`src/rtl/core/irac_pkg.sv`:
```
// Shared types, constants and encode functions for the IR AC frame encoder.
package irac_pkg;

  // Frame words
  localparam logic [23:0] WORD_OFF     = 24'hB27BE0;
  localparam logic [23:0] WORD_DEFAULT = 24'hB21FC8;
  localparam logic [4:0]  SENSOR_IGN   = 5'h1F;

  // Temperature clamp limits
  localparam logic [7:0] TEMP_MIN = 8'd17;
  localparam logic [7:0] TEMP_MAX = 8'd30;

  // Frame layout: header, 48 data pairs, footer
  localparam int PAIRS      = 50;
  localparam int DATA_BITS  = 48;
  localparam int CNT_W      = $clog2(PAIRS);
  localparam logic [CNT_W-1:0] CNT_HEADER = CNT_W'(0);
  localparam logic [CNT_W-1:0] CNT_FOOTER = CNT_W'(PAIRS - 1);

  // Default depth of the word queue between front and back
  localparam int QUEUE_DEPTH_DEF = 2;

  // Mode selector codes
  localparam logic [2:0] MODE_COOL = 3'd0;
  localparam logic [2:0] MODE_DRY  = 3'd1;
  localparam logic [2:0] MODE_HEAT = 3'd3;
  localparam logic [2:0] MODE_FAN  = 3'd4;

  // Fan selector codes
  localparam logic [2:0] FAN_LOW  = 3'd1;
  localparam logic [2:0] FAN_MED  = 3'd2;
  localparam logic [2:0] FAN_HIGH = 3'd3;

  // Mode field codes in the word
  localparam logic [1:0] MCODE_COOL = 2'd0;
  localparam logic [1:0] MCODE_DRY  = 2'd1;
  localparam logic [1:0] MCODE_AUTO = 2'd2;
  localparam logic [1:0] MCODE_HEAT = 2'd3;

  // Fan field codes in the word
  localparam logic [2:0] FCODE_AUTO = 3'b101;
  localparam logic [2:0] FCODE_LOW  = 3'b100;
  localparam logic [2:0] FCODE_MED  = 3'b010;
  localparam logic [2:0] FCODE_HIGH = 3'b001;
  localparam logic [2:0] FCODE_FAN  = 3'b110;

  // Configuration register indexes
  localparam int CFG_IDX_W = 3;
  localparam logic [CFG_IDX_W-1:0] REG_HDR_MARK  = 3'd0;
  localparam logic [CFG_IDX_W-1:0] REG_HDR_SPACE = 3'd1;
  localparam logic [CFG_IDX_W-1:0] REG_BIT_MARK  = 3'd2;
  localparam logic [CFG_IDX_W-1:0] REG_ONE_SPACE = 3'd3;
  localparam logic [CFG_IDX_W-1:0] REG_ZERO_SPACE = 3'd4;
  localparam logic [CFG_IDX_W-1:0] REG_GAP_SPACE = 3'd5;

  // Register reset values
  localparam logic [15:0] RST_HDR_MARK   = 16'd4692;
  localparam logic [15:0] RST_HDR_SPACE  = 16'd4416;
  localparam logic [15:0] RST_BIT_MARK   = 16'd552;
  localparam logic [15:0] RST_ONE_SPACE  = 16'd1656;
  localparam logic [15:0] RST_ZERO_SPACE = 16'd552;
  localparam logic [15:0] RST_GAP_SPACE  = 16'd5244;

  // Timing set handed to the back end
  typedef struct packed {
    logic [15:0] hdr_mark;
    logic [15:0] hdr_space;
    logic [15:0] bit_mark;
    logic [15:0] one_space;
    logic [15:0] zero_space;
    logic [15:0] gap_space;
  } irac_timing_t;

  // Gray-like temperature code, index is clamped temp minus 17
  function automatic logic [3:0] temp_code(input logic [3:0] idx);
    logic [3:0] c;
    case (idx)
      4'd0:    c = 4'h0;
      4'd1:    c = 4'h1;
      4'd2:    c = 4'h3;
      4'd3:    c = 4'h2;
      4'd4:    c = 4'h6;
      4'd5:    c = 4'h7;
      4'd6:    c = 4'h5;
      4'd7:    c = 4'h4;
      4'd8:    c = 4'hC;
      4'd9:    c = 4'hD;
      4'd10:   c = 4'h9;
      4'd11:   c = 4'h8;
      4'd12:   c = 4'hA;
      4'd13:   c = 4'hB;
      default: c = 4'h0;
    endcase
    return c;
  endfunction

  // Bit stream of a word: each byte MSB first followed by its inverse
  function automatic logic [DATA_BITS-1:0] expand_word(input logic [23:0] w);
    return {w[23:16], ~w[23:16], w[15:8], ~w[15:8], w[7:0], ~w[7:0]};
  endfunction

endpackage

```
`src/rtl/core/ir_ac_frame_encoder.sv`:
```
// Top level of the IR AC frame encoder: config registers, front, queue, back.
//
// Each accepted setting (start high while busy is low) yields one frame of 50
// mark/space pairs, one pair per clock on out_valid, with out_last on the
// footer pair. The receiver cannot stall: every out_valid cycle must be taken.
// The back-end pair sequencer sets the pace, with frames following each other
// without gaps. An accepted item passes the queue and the sequencer state
// before its first pair is registered on the outputs. A queue of QUEUE_DEPTH
// words holds settings waiting for the sequencer; busy is high while it is
// full. Timing registers are written through cfg_we/cfg_idx/cfg_wdata and
// should change only while no frame is pending or in flight.
module ir_ac_frame_encoder #(
  parameter int QUEUE_DEPTH = irac_pkg::QUEUE_DEPTH_DEF
) (
  input  logic                           clk,
  input  logic                           rst_n,
  input  logic                           start,
  output logic                           busy,
  input  logic                           in_power_on,
  input  logic [7:0]                     in_temp_c,
  input  logic [2:0]                     in_mode_sel,
  input  logic [2:0]                     in_fan_sel,
  output logic                           out_valid,
  output logic [15:0]                    out_mark_us,
  output logic [15:0]                    out_space_us,
  output logic                           out_last,
  input  logic                           cfg_we,
  input  logic [irac_pkg::CFG_IDX_W-1:0] cfg_idx,
  input  logic [15:0]                    cfg_wdata
);

  irac_pkg::irac_timing_t timing_r;
  logic [23:0] front_word;
  logic [23:0] q_word;
  logic        q_empty;
  logic        q_full;
  logic        q_pop;
  logic        accept;

  assign busy   = q_full;
  assign accept = start && !q_full;

  // Timing registers
  always_ff @(posedge clk) begin
    if (!rst_n) begin
      timing_r.hdr_mark   <= irac_pkg::RST_HDR_MARK;
      timing_r.hdr_space  <= irac_pkg::RST_HDR_SPACE;
      timing_r.bit_mark   <= irac_pkg::RST_BIT_MARK;
      timing_r.one_space  <= irac_pkg::RST_ONE_SPACE;
      timing_r.zero_space <= irac_pkg::RST_ZERO_SPACE;
      timing_r.gap_space  <= irac_pkg::RST_GAP_SPACE;
    end else if (cfg_we) begin
      case (cfg_idx)
        irac_pkg::REG_HDR_MARK:   timing_r.hdr_mark   <= cfg_wdata;
        irac_pkg::REG_HDR_SPACE:  timing_r.hdr_space  <= cfg_wdata;
        irac_pkg::REG_BIT_MARK:   timing_r.bit_mark   <= cfg_wdata;
        irac_pkg::REG_ONE_SPACE:  timing_r.one_space  <= cfg_wdata;
        irac_pkg::REG_ZERO_SPACE: timing_r.zero_space <= cfg_wdata;
        irac_pkg::REG_GAP_SPACE:  timing_r.gap_space  <= cfg_wdata;
        default: ;
      endcase
    end
  end

  irac_front u_front (
    .power_on (in_power_on),
    .temp_c   (in_temp_c),
    .mode_sel (in_mode_sel),
    .fan_sel  (in_fan_sel),
    .word     (front_word)
  );

  irac_queue #(
    .DEPTH (QUEUE_DEPTH)
  ) u_queue (
    .clk       (clk),
    .rst_n     (rst_n),
    .push      (accept),
    .push_word (front_word),
    .pop       (q_pop),
    .head_word (q_word),
    .empty     (q_empty),
    .full      (q_full)
  );

  irac_back u_back (
    .clk          (clk),
    .rst_n        (rst_n),
    .timing       (timing_r),
    .q_empty      (q_empty),
    .q_word       (q_word),
    .q_pop        (q_pop),
    .out_valid    (out_valid),
    .out_mark_us  (out_mark_us),
    .out_space_us (out_space_us),
    .out_last     (out_last)
  );

endmodule

```
`src/rtl/core/irac_front.sv`:
```
// Front end: classifies one setting and builds its 24-bit state word.
module irac_front (
  input  logic        power_on,
  input  logic [7:0]  temp_c,
  input  logic [2:0]  mode_sel,
  input  logic [2:0]  fan_sel,
  output logic [23:0] word
);

  logic [7:0] t_clamp;
  logic [7:0] t_idx;
  logic [1:0] mcode;
  logic [2:0] fcode;
  logic [3:0] tcode;

  // Clamp temperature and look up its code
  always_comb begin
    if (temp_c < irac_pkg::TEMP_MIN) begin
      t_clamp = irac_pkg::TEMP_MIN;
    end else if (temp_c > irac_pkg::TEMP_MAX) begin
      t_clamp = irac_pkg::TEMP_MAX;
    end else begin
      t_clamp = temp_c;
    end
    t_idx = t_clamp - irac_pkg::TEMP_MIN;
    tcode = irac_pkg::temp_code(t_idx[3:0]);
  end

  // Mode and fan fields; fan mode overrides the fan field
  always_comb begin
    case (fan_sel)
      irac_pkg::FAN_LOW:  fcode = irac_pkg::FCODE_LOW;
      irac_pkg::FAN_MED:  fcode = irac_pkg::FCODE_MED;
      irac_pkg::FAN_HIGH: fcode = irac_pkg::FCODE_HIGH;
      default:            fcode = irac_pkg::FCODE_AUTO;
    endcase
    case (mode_sel)
      irac_pkg::MODE_COOL: mcode = irac_pkg::MCODE_COOL;
      irac_pkg::MODE_DRY:  mcode = irac_pkg::MCODE_DRY;
      irac_pkg::MODE_HEAT: mcode = irac_pkg::MCODE_HEAT;
      irac_pkg::MODE_FAN: begin
        mcode = irac_pkg::MCODE_COOL;
        fcode = irac_pkg::FCODE_FAN;
      end
      default:             mcode = irac_pkg::MCODE_AUTO;
    endcase
  end

  // Assemble the word
  always_comb begin
    if (!power_on) begin
      word = irac_pkg::WORD_OFF;
    end else begin
      word = {irac_pkg::WORD_DEFAULT[23:16], fcode, irac_pkg::SENSOR_IGN,
              tcode, mcode, irac_pkg::WORD_DEFAULT[1:0]};
    end
  end

endmodule

```
`src/rtl/core/irac_queue.sv`:
```
// Small word queue between the front and back ends.
module irac_queue #(
  parameter int DEPTH = irac_pkg::QUEUE_DEPTH_DEF
) (
  input  logic        clk,
  input  logic        rst_n,
  input  logic        push,
  input  logic [23:0] push_word,
  input  logic        pop,
  output logic [23:0] head_word,
  output logic        empty,
  output logic        full
);

  localparam int PTR_W = $clog2(DEPTH);
  localparam int CNT_W = $clog2(DEPTH + 1);
  localparam logic [PTR_W-1:0] PTR_LAST = PTR_W'(DEPTH - 1);
  localparam logic [CNT_W-1:0] CNT_FULL = CNT_W'(DEPTH);

  logic [23:0]      mem_r [DEPTH];
  logic [PTR_W-1:0] wr_ptr_r, wr_ptr_nxt;
  logic [PTR_W-1:0] rd_ptr_r, rd_ptr_nxt;
  logic [CNT_W-1:0] cnt_r, cnt_nxt;

  assign empty     = (cnt_r == '0);
  assign full      = (cnt_r == CNT_FULL);
  assign head_word = mem_r[rd_ptr_r];

  // Pointer and count update
  always_comb begin
    wr_ptr_nxt = wr_ptr_r;
    rd_ptr_nxt = rd_ptr_r;
    cnt_nxt    = cnt_r;
    if (push) begin
      wr_ptr_nxt = (wr_ptr_r == PTR_LAST) ? '0 : wr_ptr_r + 1'b1;
    end
    if (pop) begin
      rd_ptr_nxt = (rd_ptr_r == PTR_LAST) ? '0 : rd_ptr_r + 1'b1;
    end
    if (push && !pop) begin
      cnt_nxt = cnt_r + 1'b1;
    end else if (pop && !push) begin
      cnt_nxt = cnt_r - 1'b1;
    end
  end

  always_ff @(posedge clk) begin
    if (!rst_n) begin
      wr_ptr_r <= '0;
      rd_ptr_r <= '0;
      cnt_r    <= '0;
    end else begin
      wr_ptr_r <= wr_ptr_nxt;
      rd_ptr_r <= rd_ptr_nxt;
      cnt_r    <= cnt_nxt;
    end
  end

  // Storage
  always_ff @(posedge clk) begin
    if (push) begin
      mem_r[wr_ptr_r] <= push_word;
    end
  end

endmodule

```
`src/rtl/core/irac_back.sv`:
```
// Back end: walks one word through the 50 mark/space pairs of a frame.
module irac_back (
  input  logic                   clk,
  input  logic                   rst_n,
  input  irac_pkg::irac_timing_t timing,
  input  logic                   q_empty,
  input  logic [23:0]            q_word,
  output logic                   q_pop,
  output logic                   out_valid,
  output logic [15:0]            out_mark_us,
  output logic [15:0]            out_space_us,
  output logic                   out_last
);

  logic                          active_r, active_nxt;
  logic [irac_pkg::CNT_W-1:0]    cnt_r, cnt_nxt;
  logic [irac_pkg::DATA_BITS-1:0] bits_r, bits_nxt;
  logic                          vld_r;
  logic [15:0]                   mark_r, mark_nxt;
  logic [15:0]                   space_r, space_nxt;
  logic                          last_r;
  logic                          at_footer;

  assign at_footer = (cnt_r == irac_pkg::CNT_FOOTER);
  // Next word is taken while the footer pair is being selected, so frames run back to back
  assign q_pop     = (!active_r || at_footer) && !q_empty;

  // Sequencer
  always_comb begin
    active_nxt = active_r;
    cnt_nxt    = cnt_r;
    bits_nxt   = bits_r;
    if (active_r) begin
      cnt_nxt = cnt_r + 1'b1;
      if (cnt_r != irac_pkg::CNT_HEADER) begin
        bits_nxt = {bits_r[irac_pkg::DATA_BITS-2:0], 1'b0};
      end
      if (at_footer) begin
        active_nxt = 1'b0;
      end
    end
    if (q_pop) begin
      active_nxt = 1'b1;
      cnt_nxt    = irac_pkg::CNT_HEADER;
      bits_nxt   = irac_pkg::expand_word(q_word);
    end
  end

  // Pair selection for the current step
  always_comb begin
    if (cnt_r == irac_pkg::CNT_HEADER) begin
      mark_nxt  = timing.hdr_mark;
      space_nxt = timing.hdr_space;
    end else if (at_footer) begin
      mark_nxt  = timing.bit_mark;
      space_nxt = timing.gap_space;
    end else begin
      mark_nxt  = timing.bit_mark;
      space_nxt = bits_r[irac_pkg::DATA_BITS-1] ? timing.one_space : timing.zero_space;
    end
  end

  always_ff @(posedge clk) begin
    if (!rst_n) begin
      active_r <= 1'b0;
      cnt_r    <= '0;
      vld_r    <= 1'b0;
      last_r   <= 1'b0;
    end else begin
      active_r <= active_nxt;
      cnt_r    <= cnt_nxt;
      vld_r    <= active_r;
      last_r   <= active_r && at_footer;
    end
  end

  // Payload registers
  always_ff @(posedge clk) begin
    bits_r  <= bits_nxt;
    mark_r  <= mark_nxt;
    space_r <= space_nxt;
  end

  assign out_valid    = vld_r;
  assign out_mark_us  = mark_r;
  assign out_space_us = space_r;
  assign out_last     = last_r;

endmodule
```
`config.mk`:
```
export PLATFORM = sky130hd
export DESIGN_NAME = ir_ac_frame_encoder
export DESIGN_NICKNAME = d
export VERILOG_FILES = /design/src/rtl/core/irac_pkg.sv /design/src/rtl/core/ir_ac_frame_encoder.sv /design/src/rtl/core/irac_front.sv /design/src/rtl/core/irac_queue.sv /design/src/rtl/core/irac_back.sv
export SDC_FILE = /design/constraint.sdc
export NUM_CORES = 1
export LEC_CHECK = 0
export ABC_AREA = 0
export BUFFER_PORTS_ARGS = -buffer_cell sky130_fd_sc_hd__buf_2
export CORE_UTILIZATION = 35
export DETAILED_ROUTE_END_ITERATION = 10
export GPL_TIMING_DRIVEN = 0
export PLACE_DENSITY = 0.51
export RECOVER_POWER = 100
export SLEW_MARGIN = 15
export SYNTH_ARGS = -nofsm -noshare
export SYNTH_HDL_FRONTEND = slang
export SYNTH_SLANG_ARGS = --single-unit
```
`constraint.sdc`:
```
create_clock -name clk -period 6.05 [get_ports clk]
set_input_delay 1.815 -clock clk [delete_from_list [all_inputs] [get_ports clk]]
set_output_delay 1.815 -clock clk [all_outputs]
set_load 0.01 [all_outputs]
```
==> results.md <==
- Outcome: complete, no violations
- R2R Path End: u_back.bits_r[5]
- Gr usage total: 16.0%
- DRC viols: 0
- # rows: 56
- Via density: 4.76
- Combinational share of power: 20.0%
- Synth top area cells: dfxtp_1, edfxtp_1, nand2_1
- Final hold slack: 0.451 ns
- Antenna violations before repair: 0
- Core ar.: 23700 µm²
- Latest clock arrival within the worst-skew pair: 0.53 ns
- Clock Tree Root: clkbuf_16
- Initial Util: 36.0%
- Post-synthesis instance total: 846
- Area delta synth->final: 17.7%
- Worst Skew: 0.0218 ns
- Reg2reg start: u_back.cnt_r[0]
- Die area: 25000 µm²
- Slew margin rel.: 8.94%
- Die Width: 158 µm
- Post-CTS Setup Inserts: 0
- PortBufs: 69
- GPL Wtd Cong: 0.760
- Synth Register Bits: 210
- Die span in y: 158 µm
- Largest net degree at the start of global routing: 26
- Ys Warns: 0
- Data arrival, critical path: 3.91 ns
- CTS tree: yes
- Cell area after layout: 10000 µm²
- Grt total ovfl: 0
- Vias: 6090
- # hold bufs at CTS: 0
- Final Critical Period: 3.79 ns
- Worst-path clk slew: 0.06 ns
- ANT nets after route: 0
- Final worst slack: 2.26 ns
- Worst setup path end: u_back.bits_r[5]
- Drt pass-1 iters: 4
- First-pass GRT wire length: 31000 µm
- Flop2flop setup slack: 2.26 ns
- CP Data Required Time: 6.17 ns
- Synthesized area: 8540 µm²
- Setup CP Type: flop to flop
- Area occupied by multi-input gates: 3310 µm²
- Slew Viols, Final: 0
- Peak VDD IR: 0.193 mV
- Clk pwr share: 35.1%
- Slew of the pin with the lowest slew margin: 1.37 ns
- Worst setup path startpoint: u_back.cnt_r[0]
- Max FO, Critical Path: 25
- Int Pwr: 0.00310 W
- Clock sink count: 210
- Sequential area share after synthesis: 57.2%
- Final hold viol count: 0
- Syn Nets: 892
- Yosys top cell by area: dfxtp_1
- Synth top area share: 33.3%
- Final Setup Violations: 0
- Max-Cap Viols: 0
- Netlist cell types: 54
- R2R depth: 8
- Total CTS buffers: 24
- Hold WC Path Type: flop to flop
- Initial detailed-routing violation count: 290
- Share of power burned in registers: 44.9%
- Area occupied by registers: 4880 µm²
- CP endpoint kind: flop
- Final period util: 62.7%
- Sw frac: 28.4%
- Sw Pwr: 0.00123 W
- RSZ-0062 raised after global routing: no
- PD cells: 431 nW/µm²
- ANT cells: 0
- Placed inst area: 9310 µm²
- Crit path launch type: flop
- Dpl hpwl: 14000 µm
- H-tree Lvls: 1
- Vias in the first global route: 5827
- Hold path depth: 2
- Layout cells sized above 1: 11.4%
- Wirelength per Cell: 15.2 µm
- Pleak: 3.73 nW
- Fmax: 264 MHz
- Post-CTS resize count: 0
- Number of I/O pins: 73
- Fill count: 2422
- Syn avg cell area: 10.1 µm²
- Layout Nets: 988
- Post-Place Setup Slack: 1.99 ns
- Clk buf depth: 3
- Total wire length: 19500 µm
- Setup TNS: 0 ns
## cells in the mapped netlist, drive strengths merged
master and instances:
a31oi 1, a211oi 2, nand3b 1, o31a 1
clkbuf 19, nor3 4, and3 6, a21oi 3
nand4 1, inv 23, a21boi 74, ha 8
xnor2 6, or2 2, nand2 221, o21ai 65
nor4 2, o311ai 1, dfxtp 142, edfxtp 68
xor2 2, o221ai 1, mux2i 29, buf 30
o21a 10, and2 18, o211ai 3, mux2 16
and2b 1, or3 4, nor2b 2, a22o 2
nand3 44, a21o 1, nand2b 17, nand4bb 1
nor3b 2, nor2 11, a2111oi 1, o22ai 1
## power by group through the flow
stage / sequential (W) / clock, W / combinational [W]
2_1_floorplan: 0.00199 / 0 / 0.000619
3_3_place_gp: 0.00200 / 0 / 0.000909
3_5_place_dp: 0.00196 / 0 / 0.000950
4_1_cts: 0.00194 / 0.00156 / 0.000951
5_1_grt: 0.00197 / 0.00161 / 0.000983
6_report: 0.00194 / 0.00152 / 0.000867
## registers in the layout, summed over array words and instances (netlist names), named ones only
name,count
timing_r,96
u_back.bits_r,48
u_back.out_last,1
u_queue.rd_ptr_r,1
u_queue.mem_r,20
u_back.active_r,1
u_back.out_space_us,16
u_back.out_mark_us,16
u_queue.wr_ptr_r,1
u_back.cnt_r,6
u_queue.cnt_r,2
u_back.out_valid,1
## placed cells by master, fill, tap and decap left out, drive strengths merged, types with 4 or more instances in the layout
master and n:
o21a 10, nand2b 17, clkinv 9, nor2 11, and2 18, nand3 44, buf 43, nor3 4
a21boi 74, o21ai 65, mux2 16, xnor2 6, inv 23, dfxtp 142, mux2i 29, ha 8
nand2 221, clkbuf 107, edfxtp 68, and3 6, or3 4
## layer usage
layer  wire, µm  part of all wire (%)  vias up  GRT usage (%)
met4        326                   1.7        0           4.08
met5          0                     0        -              0
li1           -                     -     3070              -
met3        708                   3.6       28           2.24
met2       8420                    43       94           24.2
met1      10000                    51     2898           23.7
## worst min-delay path by stage
stage / slack (ns) / from / to
6_report: 0.45 / timing_r[79] / u_back.out_space_us[15]
5_1_grt: 0.47 / timing_r[46] / timing_r[46]
4_1_cts: 0.45 / timing_r[79] / u_back.out_space_us[15]
3_5_place_dp: 0.44 / timing_r[79] / u_back.out_space_us[15]
3_3_place_gp: 0.44 / timing_r[79] / u_back.out_space_us[15]
2_1_floorplan: 0.42 / timing_r[74] / u_back.out_space_us[10]
## layout make-up
| cell class | instances | share of cell area [%] |
|---|---|---|
| plain buffers | 49 | 2.15 |
| inverters | 23 | 0.859 |
| clock buffers | 31 | 6.84 |
| multi-input cells | 564 | 32.9 |
| repair buffers | 70 | 3.00 |
| clock inverters | 13 | 1.62 |
| well taps | 319 | 3.97 |
| flip-flops and latches | 210 | 48.6 |
## stage by stage
stage	util (%)	cells	power [W]
3_3_place_gp	39.2	1234	0.00291
3_5_place_dp	39.3	1235	0.00291
6_report	42.4	1279	0.00433
2_1_floorplan	-	846	0.00260
4_1_cts	42.9	1279	0.00445
5_1_grt	42.4	1279	0.00457
## kinds of logic after synthesis
logic type	after synthesis	synth area share, %
adder cells (fa/ha/maj)	8	1.17
AND/OR/NAND/NOR	337	18.2
flip-flops	210	57.2
multiplexers	45	5.51
XOR/XNOR	8	0.821
AO/OA/AOI/OAI	166	13.0
buffers and inverters	72	4.00
## critical path: stages, from the launching register on
cell and delay, ns:
dfxtp_1 0.40, inv_1 0.08, ha_1 0.19, and2_0 0.12, clkbuf_1 0.14, clkbuf_1 0.30
clkbuf_1 0.38, o21ai_4 0.68, clkbuf_1 1.06
No activity file was read; power rests on OpenSTA's default activity.
